$ cat config.mk
export PLATFORM = sky130hd
export DESIGN_NAME = march_x_ram_test_controller_core
export DESIGN_NICKNAME = d
export VERILOG_FILES = /design/src/mxt_pkg.sv /design/src/mxt_slot_store.sv /design/src/mxt_engine.sv /design/src/march_x_ram_test_controller_core.sv
export SDC_FILE = /design/constraint.sdc
export NUM_CORES = 1
export LEC_CHECK = 0
export ABC_AREA = 1
export BUFFER_PORTS_ARGS = -buffer_cell sky130_fd_sc_hd__buf_2
export CORE_ASPECT_RATIO = 2
export CORE_MARGIN = 3
export CORE_UTILIZATION = 50
export CTS_CLUSTER_SIZE = 28
export DETAILED_ROUTE_END_ITERATION = 12
export PLACE_DENSITY = 0.79
export SETUP_SLACK_MARGIN = 0.05
export SLEW_MARGIN = 20
export SYNTH_ARGS = -nofsm -noshare
export SYNTH_HDL_FRONTEND = slang
export SYNTH_SLANG_ARGS = --single-unit
export TNS_END_PERCENT = 100
$ cat constraint.sdc
create_clock -name clock -period 14.3 [get_ports clock]
set_input_delay 2.86 -clock clock [delete_from_list [all_inputs] [get_ports clock]]
set_output_delay 2.86 -clock clock [all_outputs]
set_load 0.02 [all_outputs]
$ cat src/mxt_pkg.sv
// shared types and constants for the march x ram test controller
package mxt_pkg;

   localparam int ADDR_WIDTH = 16;
   localparam int NUM_SLOTS  = 8;
   localparam int SLOT_WIDTH = 3;
   localparam int DATA_WIDTH = 32;
   localparam int ALG_WIDTH  = 3;

   typedef enum logic [1:0] {
      RES_NOT_TESTED = 2'd0,
      RES_OK         = 2'd1,
      RES_NOT_OK     = 2'd2,
      RES_UNDEF      = 2'd3
   } result_type;

   typedef enum logic [2:0] {
      PH_IDLE      = 3'd0,
      PH_W0_UP     = 3'd1,
      PH_R0W1_UP   = 3'd2,
      PH_R1W0_DOWN = 3'd3,
      PH_R0_DOWN   = 3'd4
   } phase_type;

   typedef enum logic [0:0] {
      CMD_TICK  = 1'b0,
      CMD_START = 1'b1
   } command_type;

   localparam logic [ALG_WIDTH-1:0] ALG_MARCH_X = '0;

   typedef struct packed {
      logic                  access_valid;
      logic                  access_write;
      logic [ADDR_WIDTH-1:0] access_addr;
      logic                  write_word;
      logic                  busy;
      logic                  block_done;
      result_type            block_result;
      result_type            overall_result;
   } step_type;

   typedef struct packed {
      logic                  clear_all;
      logic                  write_en;
      logic [SLOT_WIDTH-1:0] write_slot;
      result_type            write_res;
   } slot_cmd_type;

endpackage

$ cat src/mxt_slot_store.sv
// per-slot result memory with valid bits and same-step forwarding
module mxt_slot_store (
   input  logic                                 clock,
   input  logic                                 reset,
   input  logic                                 advance,
   input  mxt_pkg::slot_cmd_type                cmd,
   input  logic [mxt_pkg::SLOT_WIDTH-1:0]       query_slot,
   output mxt_pkg::result_type                  queried
);

   logic [1:0]                       mem_ff [mxt_pkg::NUM_SLOTS];
   logic [1:0]                       rd_ff;
   logic [mxt_pkg::NUM_SLOTS-1:0]    valid_ff;
   logic [mxt_pkg::NUM_SLOTS-1:0]    valid_in;
   logic                             q_valid_ff;
   logic                             q_hit_ff;
   logic                             q_range_ff;
   logic [1:0]                       q_wdata_ff;
   logic                             wr_ok;
   logic                             rd_ok;

   assign wr_ok = cmd.write_en && (int'(cmd.write_slot) < mxt_pkg::NUM_SLOTS);
   assign rd_ok = int'(query_slot) < mxt_pkg::NUM_SLOTS;

   always_comb begin
      valid_in = valid_ff;
      if (cmd.clear_all) begin
         valid_in = '0;
      end
      if (wr_ok) begin
         valid_in[cmd.write_slot] = 1'b1;
      end
   end

   always_ff @(posedge clock) begin
      if (reset) begin
         valid_ff <= '0;
      end else if (advance) begin
         valid_ff <= valid_in;
      end
   end

   always_ff @(posedge clock) begin
      if (advance && wr_ok) begin
         mem_ff[cmd.write_slot] <= cmd.write_res;
      end
      if (advance && rd_ok) begin
         rd_ff <= mem_ff[query_slot];
      end
      if (advance) begin
         q_range_ff <= rd_ok;
         q_valid_ff <= rd_ok && valid_in[query_slot];
         q_hit_ff   <= wr_ok && (cmd.write_slot == query_slot);
         q_wdata_ff <= cmd.write_res;
      end
   end

   always_comb begin
      if (!q_range_ff) begin
         queried = mxt_pkg::RES_UNDEF;
      end else if (q_hit_ff) begin
         queried = mxt_pkg::result_type'(q_wdata_ff);
      end else if (q_valid_ff) begin
         queried = mxt_pkg::result_type'(rd_ff);
      end else begin
         queried = mxt_pkg::RES_NOT_TESTED;
      end
   end

endmodule

$ cat src/mxt_engine.sv
// march x sequencer: phase, cursor, range and overall result registers
module mxt_engine (
   input  logic                                 clock,
   input  logic                                 reset,
   input  logic                                 csr_write_enable,
   input  logic [mxt_pkg::ALG_WIDTH-1:0]        csr_write_data,
   input  logic                                 advance,
   input  logic                                 command,
   input  logic [mxt_pkg::ADDR_WIDTH-1:0]       first_addr,
   input  logic [mxt_pkg::ADDR_WIDTH-1:0]       limit_addr,
   input  logic [mxt_pkg::SLOT_WIDTH-1:0]       slot,
   input  logic                                 first_block,
   input  logic                                 last_block,
   input  logic [mxt_pkg::DATA_WIDTH-1:0]       read_data,
   output mxt_pkg::step_type                    step,
   output mxt_pkg::slot_cmd_type                slot_cmd
);

   localparam int AW = mxt_pkg::ADDR_WIDTH;

   logic [mxt_pkg::ALG_WIDTH-1:0]  alg_ff;
   mxt_pkg::phase_type             phase_ff, phase_in;
   logic [AW-1:0]                  cursor_ff, cursor_in;
   logic                           pend_ff, pend_in;
   logic [AW-1:0]                  low_ff, low_in;
   logic [AW-1:0]                  high_ff, high_in;
   logic [mxt_pkg::SLOT_WIDTH-1:0] slot_ff, slot_in;
   logic                           final_ff, final_in;
   mxt_pkg::result_type            overall_ff, overall_in;

   always_ff @(posedge clock) begin
      if (reset) begin
         alg_ff <= mxt_pkg::ALG_MARCH_X;
      end else if (csr_write_enable) begin
         alg_ff <= csr_write_data;
      end
   end

   always_ff @(posedge clock) begin
      if (reset) begin
         phase_ff   <= mxt_pkg::PH_IDLE;
         cursor_ff  <= '0;
         pend_ff    <= 1'b0;
         low_ff     <= '0;
         high_ff    <= '0;
         slot_ff    <= '0;
         final_ff   <= 1'b0;
         overall_ff <= mxt_pkg::RES_NOT_TESTED;
      end else if (advance) begin
         phase_ff   <= phase_in;
         cursor_ff  <= cursor_in;
         pend_ff    <= pend_in;
         low_ff     <= low_in;
         high_ff    <= high_in;
         slot_ff    <= slot_in;
         final_ff   <= final_in;
         overall_ff <= overall_in;
      end
   end

   always_comb begin
      logic          active;
      logic          expect_bit;
      logic          up_end;
      logic [AW:0]   cur_inc;

      phase_in   = phase_ff;
      cursor_in  = cursor_ff;
      pend_in    = pend_ff;
      low_in     = low_ff;
      high_in    = high_ff;
      slot_in    = slot_ff;
      final_in   = final_ff;
      overall_in = overall_ff;
      active     = 1'b0;
      step       = '0;
      slot_cmd   = '0;

      if (command == mxt_pkg::CMD_START && phase_ff == mxt_pkg::PH_IDLE) begin
         low_in   = first_addr;
         high_in  = limit_addr;
         slot_in  = slot;
         final_in = last_block;
         pend_in  = 1'b0;
         if (first_block) begin
            slot_cmd.clear_all = 1'b1;
            overall_in         = mxt_pkg::RES_UNDEF;
         end
         if (alg_ff != mxt_pkg::ALG_MARCH_X) begin
            step.block_done   = 1'b1;
            step.block_result = mxt_pkg::RES_NOT_OK;
         end else if (first_addr >= limit_addr) begin
            step.block_done   = 1'b1;
            step.block_result = mxt_pkg::RES_OK;
         end else begin
            phase_in  = mxt_pkg::PH_W0_UP;
            cursor_in = first_addr;
            active    = 1'b1;
         end
      end else if (phase_ff != mxt_pkg::PH_IDLE) begin
         active = 1'b1;
      end

      cur_inc    = {1'b0, cursor_in} + (AW+1)'(1);
      up_end     = cur_inc >= {1'b0, high_in};
      expect_bit = (phase_in == mxt_pkg::PH_R1W0_DOWN);

      if (active) begin
         case (phase_in)
            mxt_pkg::PH_W0_UP: begin
               step.access_valid = 1'b1;
               step.access_write = 1'b1;
               step.access_addr  = cursor_in;
               if (up_end) begin
                  phase_in  = mxt_pkg::PH_R0W1_UP;
                  cursor_in = low_in;
               end else begin
                  cursor_in = cur_inc[AW-1:0];
               end
            end
            mxt_pkg::PH_R0W1_UP, mxt_pkg::PH_R1W0_DOWN: begin
               if (!pend_in) begin
                  step.access_valid = 1'b1;
                  step.access_addr  = cursor_in;
                  pend_in           = 1'b1;
               end else if (read_data != mxt_pkg::DATA_WIDTH'(expect_bit)) begin
                  step.block_done   = 1'b1;
                  step.block_result = mxt_pkg::RES_NOT_OK;
               end else begin
                  pend_in           = 1'b0;
                  step.access_valid = 1'b1;
                  step.access_write = 1'b1;
                  step.access_addr  = cursor_in;
                  step.write_word   = ~expect_bit;
                  if (phase_in == mxt_pkg::PH_R0W1_UP) begin
                     if (up_end) begin
                        phase_in  = mxt_pkg::PH_R1W0_DOWN;
                        cursor_in = high_in - AW'(1);
                     end else begin
                        cursor_in = cur_inc[AW-1:0];
                     end
                  end else begin
                     if (cursor_in <= low_in) begin
                        phase_in  = mxt_pkg::PH_R0_DOWN;
                        cursor_in = high_in - AW'(1);
                     end else begin
                        cursor_in = cursor_in - AW'(1);
                     end
                  end
               end
            end
            mxt_pkg::PH_R0_DOWN: begin
               if (!pend_in) begin
                  step.access_valid = 1'b1;
                  step.access_addr  = cursor_in;
                  pend_in           = 1'b1;
               end else if (read_data != '0) begin
                  step.block_done   = 1'b1;
                  step.block_result = mxt_pkg::RES_NOT_OK;
               end else if (cursor_in <= low_in) begin
                  step.block_done   = 1'b1;
                  step.block_result = mxt_pkg::RES_OK;
               end else begin
                  cursor_in         = cursor_in - AW'(1);
                  step.access_valid = 1'b1;
                  step.access_addr  = cursor_in;
               end
            end
            default: begin
               phase_in = mxt_pkg::PH_IDLE;
               pend_in  = 1'b0;
            end
         endcase
      end

      if (step.block_done) begin
         slot_cmd.write_en   = 1'b1;
         slot_cmd.write_slot = slot_in;
         slot_cmd.write_res  = step.block_result;
         if (step.block_result != mxt_pkg::RES_OK) begin
            overall_in = mxt_pkg::RES_NOT_OK;
         end
         if (final_in && overall_in == mxt_pkg::RES_UNDEF) begin
            overall_in = mxt_pkg::RES_OK;
         end
         phase_in  = mxt_pkg::PH_IDLE;
         pend_in   = 1'b0;
         cursor_in = '0;
      end

      step.busy           = (phase_in != mxt_pkg::PH_IDLE);
      step.overall_result = overall_in;
   end

endmodule

$ cat src/march_x_ram_test_controller_core.sv
// top level of the march x ram test controller
//
//   channel | direction | handshake              | contents
//   req     | in        | req_valid / req_ready  | command, range, slot, flags, read data, query
//   rsp     | out       | rsp_valid / rsp_ready  | access, status, block, overall and queried results
//   csr     | in        | csr_write_enable       | algorithm select
//
// one word in and one word out per cycle; a word is accepted every cycle while the output
// side drains, and each result is registered in the middle and then the output stage
// the slot store is a registered memory read at the query slot on acceptance,
// with forwarding of a write from the same word and valid bits cleared on a first block
// reset is synchronous and clears control state and the slot valid bits
// a stalled output holds one result while one more word can be taken into the middle stage
module march_x_ram_test_controller_core (
   input  logic                                 clock,
   input  logic                                 reset,
   input  logic                                 csr_write_enable,
   input  logic [mxt_pkg::ALG_WIDTH-1:0]        csr_write_data,
   input  logic                                 req_valid,
   output logic                                 req_ready,
   input  logic                                 req_command,
   input  logic [mxt_pkg::ADDR_WIDTH-1:0]       req_first_addr,
   input  logic [mxt_pkg::ADDR_WIDTH-1:0]       req_limit_addr,
   input  logic [mxt_pkg::SLOT_WIDTH-1:0]       req_slot,
   input  logic                                 req_first_block,
   input  logic                                 req_last_block,
   input  logic [mxt_pkg::DATA_WIDTH-1:0]       req_read_data,
   input  logic [mxt_pkg::SLOT_WIDTH-1:0]       req_query_slot,
   output logic                                 rsp_valid,
   input  logic                                 rsp_ready,
   output logic                                 rsp_access_valid,
   output logic                                 rsp_access_write,
   output logic [mxt_pkg::ADDR_WIDTH-1:0]       rsp_access_addr,
   output logic                                 rsp_write_word,
   output logic                                 rsp_busy_res,
   output logic                                 rsp_block_done,
   output logic [1:0]                           rsp_block_result,
   output logic [1:0]                           rsp_overall_result,
   output logic [1:0]                           rsp_queried_result
);

   mxt_pkg::step_type     step;
   mxt_pkg::slot_cmd_type slot_cmd;
   mxt_pkg::result_type   queried;
   logic                  advance;
   logic                  mid_move;

   logic                  mid_valid_ff, mid_valid_in;
   mxt_pkg::step_type     mid_step_ff;
   logic                  out_valid_ff, out_valid_in;
   mxt_pkg::step_type     out_step_ff;
   mxt_pkg::result_type   out_queried_ff;

   assign mid_move     = mid_valid_ff && (!out_valid_ff || rsp_ready);
   assign req_ready    = !mid_valid_ff || mid_move;
   assign advance      = req_valid && req_ready;
   assign mid_valid_in = advance || (mid_valid_ff && !mid_move);
   assign out_valid_in = mid_move || (out_valid_ff && !rsp_ready);

   mxt_engine u_engine (
      .clock            (clock),
      .reset            (reset),
      .csr_write_enable (csr_write_enable),
      .csr_write_data   (csr_write_data),
      .advance          (advance),
      .command          (req_command),
      .first_addr       (req_first_addr),
      .limit_addr       (req_limit_addr),
      .slot             (req_slot),
      .first_block      (req_first_block),
      .last_block       (req_last_block),
      .read_data        (req_read_data),
      .step             (step),
      .slot_cmd         (slot_cmd)
   );

   mxt_slot_store u_slot_store (
      .clock      (clock),
      .reset      (reset),
      .advance    (advance),
      .cmd        (slot_cmd),
      .query_slot (req_query_slot),
      .queried    (queried)
   );

   always_ff @(posedge clock) begin
      if (reset) begin
         mid_valid_ff <= 1'b0;
         out_valid_ff <= 1'b0;
      end else begin
         mid_valid_ff <= mid_valid_in;
         out_valid_ff <= out_valid_in;
      end
   end

   always_ff @(posedge clock) begin
      if (advance) begin
         mid_step_ff <= step;
      end
      if (mid_move) begin
         out_step_ff    <= mid_step_ff;
         out_queried_ff <= queried;
      end
   end

   assign rsp_valid          = out_valid_ff;
   assign rsp_access_valid   = out_step_ff.access_valid;
   assign rsp_access_write   = out_step_ff.access_write;
   assign rsp_access_addr    = out_step_ff.access_addr;
   assign rsp_write_word     = out_step_ff.write_word;
   assign rsp_busy_res       = out_step_ff.busy;
   assign rsp_block_done     = out_step_ff.block_done;
   assign rsp_block_result   = out_step_ff.block_result;
   assign rsp_overall_result = out_step_ff.overall_result;
   assign rsp_queried_result = out_queried_ff;

endmodule

==> out/metrics.yaml <==
run_status:
  status: "complete, no violations"
floorplan:
  io_pins: 110
  die_w_um: 109
  initial_utilization_pct: 51.1
  fp.dieArea_sq_um: 22900
  core_area_sq_um: 20600
  die_y_um: 211
  row_count: 74
logic_synthesis:
  synth_most_common_cell: "nand2_1"
  synth_cell_type_count: 46
  syn_avg_cell_area_sq_um: 6.92
  yosys_register_bits: 145
  synth_common_cells: "nand2_1, inv_1, nor2_1, nand3_1, o21ai_0"
  synth_top_area_share_pct: 21.1
  syn-instance-count: 1518
  synth_nets: 1651
  syn-cell-area_sq_um: 10500
  synth_top_area_cell: "edfxtp_1"
  ys.flop_type: "edfxtp_1"
  synth-edff-count: 74
  async_flop_share_pct: 0
  synth_area_leaders: "edfxtp_1, nand2_1, dfxtp_1, inv_1, ha_1"
  yosysSeqAreaShare_pct: 34.7
  synth_warnings: 0
sta:
  setup_viol: 0
  slew_violations: 0
  fin_skew_ns: 0.0120
  clock.fmax_mhz: 112
  hold_ws_ns: 0.419
  finalSetupTns_ns: 0
  min_period_ns: 8.92
  tightest_slew_ns: 1.12
  hold_violations: 0
  slew_headroom_pct: 25.6
  fin_crit_sh_pct: 62.4
  rsz0062_at_grt: "false"
route:
  met1Wirelength_um: 13200
  top_layer: "met4"
  wl_um: 40000
  wl_per_cell_um: 21.3
  met2_length_um: 20700
  viasPerCell: 5.84
  drtAntennaViolNets: 0
  drc: 0
  drtIter0Drc: 1014
  vias: 11000
  drtPass1Iterations: 6
  met3_length_um: 2360
critical_path:
  critPathSlowestCell: "nor2_4"
  critical-path-max-stage-delay_ns: 0.59
  endpoint_kind: "flop"
  crit_top_cell: "nand2_1"
  arrival_ns: 9.28
  required_ns: 14.66
  cp_max_fo: 28
  startpoint_type: "input port"
  crit_type: "input port to flop"
cts:
  cts_setup_buffers: 0
  clkSinkCount: 145
  cts_tree: "done"
  cts_buffers: 17
  htreeDepth: 4
  clock_latency_ns: 0.44
  clk_pin_slew_ns: 0.07
  clockRootBuffer: "clkbuf_16"
  cts_hold_buf: 0
  cts_resized: 0
  clk_path_buf_depth: 2
finish:
  drive_gt1_share_pct: 14.3
  area_growth_pct: 12.1
  diodes: 0
  nets: 1734
flow_run:
  cap_violations: 0
pwr:
  p_per_area_nw_per_um2: 123
  leakage_nw: 5.68
  vdd_drop_max_v: 0.0000674
global_route:
  grt_max_degree: 104
  grt_overflow: 0
  grt_use_total_pct: 35.4
  antenna_found_initial: 0
  grt_pass1_vias: 10700
  grt_pass1_wl_um: 60100
placement:
  io_buffers: 109
  dp_hpwl_um: 30200
  gp_congestion: 1.13
worst_hold_path:
  hold_class: "flop to flop"
## state kept, by name (all words and copies together) (netlist names), 3 cells and up
| name | count |
|---|---|
| u_engine.high_ff | 16 |
| mid_step_ff | 25 |
| u_slot_store.valid_ff | 8 |
| rsp_access_addr | 16 |
| u_engine.cursor_ff | 16 |
| u_engine.low_ff | 16 |
| u_engine.slot_ff | 3 |
| u_slot_store.mem_ff | 16 |
| u_engine.phase_ff | 3 |
| u_engine.alg_ff | 3 |
## metrics by stage
stage	total power [W]	std cells	setup WS, ns	util, %	instance area [sq um]
detailed placement	0.000976	1848	5.13	54.4	11200
global placement	0.000971	1848	5.19	54.4	11200
CTS	0.00143	1880	5.54	57.3	11800
finish	0.00144	1880	5.38	57.3	11800
floorplan	0.000825	1518	7.39	-	10500
global route	0.00151	1880	5.01	57.3	11800
## power breakdown
group          switching [W]  total [W]  internal (W)
Sequential         0.0000129   0.000483      0.000470
Clock               0.000201   0.000463      0.000262
Combinational       0.000361   0.000499      0.000138
## final cells by class
type	instances	area [sq um]
multi-input combinational	1110	5810
clock inverter	15	170
timing repair buffer	119	621
sequential	145	3640
fill	2020	8770
clock buffer	17	425
inverter	208	783
tap	266	333
## worst paths after layout
check	startpoint	to	slack, ns	cells after the start
worst min-delay path	mid_step_ff[5]$_DFFE_PP_	rsp_busy_res$_DFFE_PP_	0.42	0
worst max-delay path	req_first_addr[15]	u_engine.cursor_ff[0]$_SDFFE_PP0P_	5.38	33
worst min register to register	mid_step_ff[5]$_DFFE_PP_	rsp_busy_res$_DFFE_PP_	0.42	0
worst max register to register	u_engine.phase_ff[0]$_SDFFE_PP0P_	u_engine.cursor_ff[0]$_SDFFE_PP0P_	7.60	31
## worst max-delay path: cells and delay by family
family	cells	cell delay (ns)
compound gates	6	1.63
fa+ha+maj	3	0.96
buf+inv	4	0.55
simple gates	20	3.26
## cells by family after synthesis
family / after synthesis / synth area share, %
adder cells (fa/ha/maj): 52 / 6.19
flip-flops: 145 / 34.7
AO/OA/AOI/OAI: 239 / 13.1
AND/OR/NAND/NOR: 801 / 34.3
buffers and inverters: 263 / 10.1
XOR/XNOR: 18 / 1.50
## metal layers
metal | track usage, % | up-vias
met5 | 0 | -
met4 | 27.8 | 0
met3 | 5.05 | 201
met2 | 63.6 | 551
met1 | 35.4 | 5041
li1 | - | 5181
## cells in the final DEF (no fill, tap or decap), drive strengths merged, types with 18 or more instances in the layout
cell and instances:
xor2 18, ha 52, o21ai 95, o211ai 42, a21oi 75, buf 119
nand4 50, edfxtp 74, dfxtp 71, nor2 156, nand3 91, inv 212
nand2 473
Note: power is estimated with default switching activity, not from simulation.
